## src/hdl/lfoc_mul.sv

```systemverilog
`default_nettype none
// ----------------------------------------------------------------------------
// lfoc_mul
// Shared signed multiplier with a registered product.
// ----------------------------------------------------------------------------
module lfoc_mul #(
    parameter int A_W = 24,
    parameter int B_W = 18
) (
    input  wire logic                        aclk,
    input  wire logic signed [A_W-1:0]       op_a,
    input  wire logic signed [B_W-1:0]       op_b,
    output logic      signed [A_W+B_W-1:0]   product_reg
);

    always_ff @(posedge aclk) begin
        product_reg <= op_a * op_b;
    end

endmodule : lfoc_mul
`default_nettype wire

```

## config.mk

```make
export PLATFORM = sky130hd
export DESIGN_NAME = lfoc_mul
export DESIGN_NICKNAME = d
export VERILOG_FILES = /design/src/hdl/lfoc_mul.sv
export SDC_FILE = /design/constraint.sdc
export NUM_CORES = 1
export LEC_CHECK = 0
export ABC_AREA = 1
export BUFFER_PORTS_ARGS = -buffer_cell sky130_fd_sc_hd__buf_4
export CORE_ASPECT_RATIO = 0.75
export CORE_MARGIN = 5
export CORE_UTILIZATION = 25
export CTS_CLUSTER_DIAMETER = 50
export CTS_CLUSTER_SIZE = 20
export DETAILED_ROUTE_END_ITERATION = 10
export GPL_TIMING_DRIVEN = 0
export SKIP_CTS_REPAIR_TIMING = 1
export SYNTH_ARGS = -nofsm -noshare
export SYNTH_HDL_FRONTEND = slang
export SYNTH_SLANG_ARGS = --single-unit
```

## constraint.sdc

```tcl
create_clock -name aclk -period 5.4 [get_ports aclk]
set_input_delay 0.27 -clock aclk [delete_from_list [all_inputs] [get_ports aclk]]
set_output_delay 0.27 -clock aclk [all_outputs]
set_load 0.02 [all_outputs]
```

Word-level counts from Yosys, hierarchy flattened --
Cells that the tools add are included. Widths: inputs -> output; s select.
Storage, ports and cells: register bits 42, input port bits 43, output and inout port bits 42
Operators by class: multipliers 1
Operator list (number):
- $mul 24x18->42 | 1

Depth between registers and ports, before layout --
word-level depth 1, gate-level depth with buffers 29, gate-level depth less buffers 27

Worst setup path before layout --
No wires, ideal clock.
path type input to register, start input op_a[23], end register product_reg[40], arrival time 5.510 ns, slack -0.222 ns, cell stages on the path 22, path through clkbuf_1 clkbuf_1 nand2_1 fa_1 inv_1 fa_1 inv_1 fa_1 inv_1 fa_1 inv_1 fa_1 inv_1 fa_1 ha_1 inv_1 nor3_1 nand3_1 nor2_1 nand3b_1 nand4_1 nand2_1
On the way: longest elaborated chain between the ends 1
RTL lines:
- start, declared | line 11 | input wire logic signed [A_W-1:0] op_a,
- $mul 24x18->42 | line 17 | product_reg <= op_a * op_b;
- end signal, assigned | line 17
- end, declared | line 13 | output logic signed [A_W+B_W-1:0] product_reg
No other way between the ends.

Worst setup path after layout --
start input op_b[17], end register product_reg[40]
On the way: longest elaborated chain between the ends 1
RTL lines:
- start, declared | line 12 | input wire logic signed [B_W-1:0] op_b,
- $mul 24x18->42 | line 17
No other way between the ends.

==> impl_metrics.json <==
{
  "largest_reg_flops": 42,
  "syn_area_per_cell_um2": 7.623,
  "area_growth_pct": 17.79,
  "fin_setup_tns_ns": 0,
  "fmax_mhz": 189.3,
  "crit_arrival_ns": 5.48,
  "path_class": "primary input to flip-flop",
  "status": "finished, final reports clean",
  "cts_tree": "built",
  "drive_gt1_share_pct": 13.09,
  "fp-row-count": 84,
  "postLayoutCoreUtil_pct": 29.66,
  "fin_crit_sh_pct": 97.85,
  "hold_violations": 0,
  "die_area_um2": 75860,
  "cts.root.buffer_cell": "clkbuf_16",
  "drc": 0,
  "cts_buffers": 5,
  "grt_use_total_pct": 15.23,
  "path_buf_inv": 5,
  "cp_top_family": "adder cells",
  "die_y_um": 239.8,
  "ys_types": 34,
  "place_hpwl_um": 48670,
  "syn-cell-area_um2": 17600,
  "fp.coreArea_um2": 69890,
  "end_kind": "flip-flop",
  "path_cells": "buf_6 > clkinvlp_4 > buf_12 > buf_12 > or2_4 > fa_1 > fa_1 > fa_1 > fa_1 > fa_1 > fa_2 > inv_2 > ha_4 > nand2_4 > nor2_4 > nand2_4 > nor2_4 > nand3b_1 > nand4_1 > nand2_2",
  "vias_per_cell": 4.215,
  "syn_inst": 2309,
  "critical_path.max_stage_delay_ns": 0.61,
  "clk_pin_slew_ns": 0.07,
  "grt_pass1_wl_um": 87510,
  "timing.max_cap.violations": 0,
  "cp_max_fo": 10,
  "multi_input_area_um2": 14080,
  "wirelength_um": 56840,
  "setup_ws_ns": 0.1162,
  "post_drt_wl_per_cell_um": 17.03,
  "final-seq-area_um2": 840.8,
  "slew-limit-headroom_pct": 78.80,
  "overflow": 0,
  "gp_congestion": 0.9519,
  "yosysWarnings": 0,
  "finalSetupViolCount": 0,
  "hold_path_class": "primary input to flip-flop",
  "rsz0062_at_grt": "yes",
  "drtPass1Iterations": 5,
  "drt_iter0_drc": 968,
  "grt_pass1_vias": 15000,
  "place_ws_ns": -1.373,
  "htreeDepth": 2,
  "start_util_pct": 25.18,
  "required_ns": 5.59,
  "vias": 14070,
  "cp-startpoint": "op_b[17]",
  "start_kind": "primary input",
  "fill_cells": 7545,
  "critPathSlowestCell": "fa_2",
  "tightest_slew_ns": 0.3177,
  "diodes": 0,
  "port_buffers": 60,
  "ioPinCount": 85,
  "cts_num_sinks": 42,
  "antenna_left": 0,
  "report.final.slew_viol_count": 0,
  "synth-seq-cells": 42,
  "die_width_um": 316.4,
  "synth_nets": 2882,
  "yosysSeqAreaShare_pct": 4.777,
  "clk_path_buf_depth": 2,
  "cp_common_cell": "fa_1",
  "layout_min_cycle_time_ns": 5.284,
  "layout.nets": 2963,
  "grt_max_degree": 16,
  "antenna_found_initial": 0,
  "hp-start": "op_b[0]"
}
## metrics by stage
step | hold slack (ns) | cells | area [um2]
after floorplan | 0.3635 | 2309 | 17610
after global placement | 0.6163 | 3315 | 19240
after detailed placement | 0.6141 | 3315 | 19240
after global routing | 0.2656 | 3337 | 20730
final | 0.2681 | 3337 | 20730
after CTS | 0.2826 | 3323 | 19390
## cell families after synthesis
kind of cell / after synthesis / synth area share, %
simple gates: 813 / 18.36
fa+ha+maj: 530 / 55.80
buf+inv: 853 / 18.19
compound gates: 46 / 1.621
flops: 42 / 4.777
xor+xnor: 25 / 1.244
## synth_stat cells
library cell | count | area [um2]
inv_1 | 764 | 2868
nand2_1 | 654 | 2455
fa_1 | 425 | 8508
ha_1 | 105 | 1314
clkbuf_1 | 84 | 315.3
nor2_1 | 76 | 285.3
dfxtp_1 | 42 | 840.8
nand3_1 | 42 | 210.2
a21oi_1 | 26 | 130.1
xor2_1 | 18 | 157.7
o21bai_1 | 10 | 75.07
nand4_1 | 7 | 43.79
xnor2_1 | 7 | 61.31
nor3_1 | 6 | 30.03
or2_2 | 6 | 37.54
nor2_2 | 5 | 31.28
inv_2 | 4 | 15.01
nand3b_1 | 4 | 30.03
o21ai_1 | 4 | 20.02
nor3_2 | 3 | 30.03
nand2_2 | 2 | 12.51
nand2b_1 | 2 | 12.51
nand3_2 | 2 | 20.02
a21o_1 | 1 | 7.510
a21oi_2 | 1 | 8.760
clkinv_1 | 1 | 3.750
nand2b_4 | 1 | 13.76
nor3b_1 | 1 | 7.510
nor4_1 | 1 | 6.260
o21ai_0 | 1 | 5.000
o21ai_2 | 1 | 8.760
o21bai_2 | 1 | 11.26
o21bai_4 | 1 | 18.77
or2_1 | 1 | 6.260
## layout make-up
| type | count | share of cell area (%) |
|---|---|---|
| Timing Repair Buffer | 74 | 3.084 |
| Clock buffer | 5 | 0.6035 |
| Multi-Input combinational cell | 1414 | 67.89 |
| Buffer | 84 | 4.568 |
| Inverter | 769 | 13.97 |
| Tap cell | 946 | 5.709 |
| Sequential cell | 42 | 4.056 |
| Clock inverter | 3 | 0.1147 |
## per-layer routing
layer | track usage, % | wire length [um] | share of wire, %
met1 | 21.41 | 24890 | 44
met2 | 23.02 | 24050 | 42
met3 | 5.519 | 6633 | 12
met4 | 2.332 | 1008 | 1.8
met5 | 0 | 252 | 0.44
## worst paths after layout
kind | end | slack, ns | depth (start not counted)
worst max-delay path | product_reg[40]$_DFF_P_ | 0.12 | 20
worst min-delay path | product_reg[0]$_DFF_P_ | 0.27 | 3
## cells in the final DEF (no fill, tap or decap), drive strengths merged
cell type	count
inv	767
nand2	656
fa	425
buf	139
ha	105
nor2	81
nand3	44
dfxtp	42
a21oi	27
clkbuf	24
xor2	18
o21bai	12
nor3	9
nand4	7
xnor2	7
or2	7
o21ai	6
clkinvlp	4
nand3b	4
nand2b	3
clkinv	1
a21o	1
nor4	1
nor3b	1
Power is not shown: default switching activity piles up to over one toggle a cycle in this logic, so the estimate is an artifact.
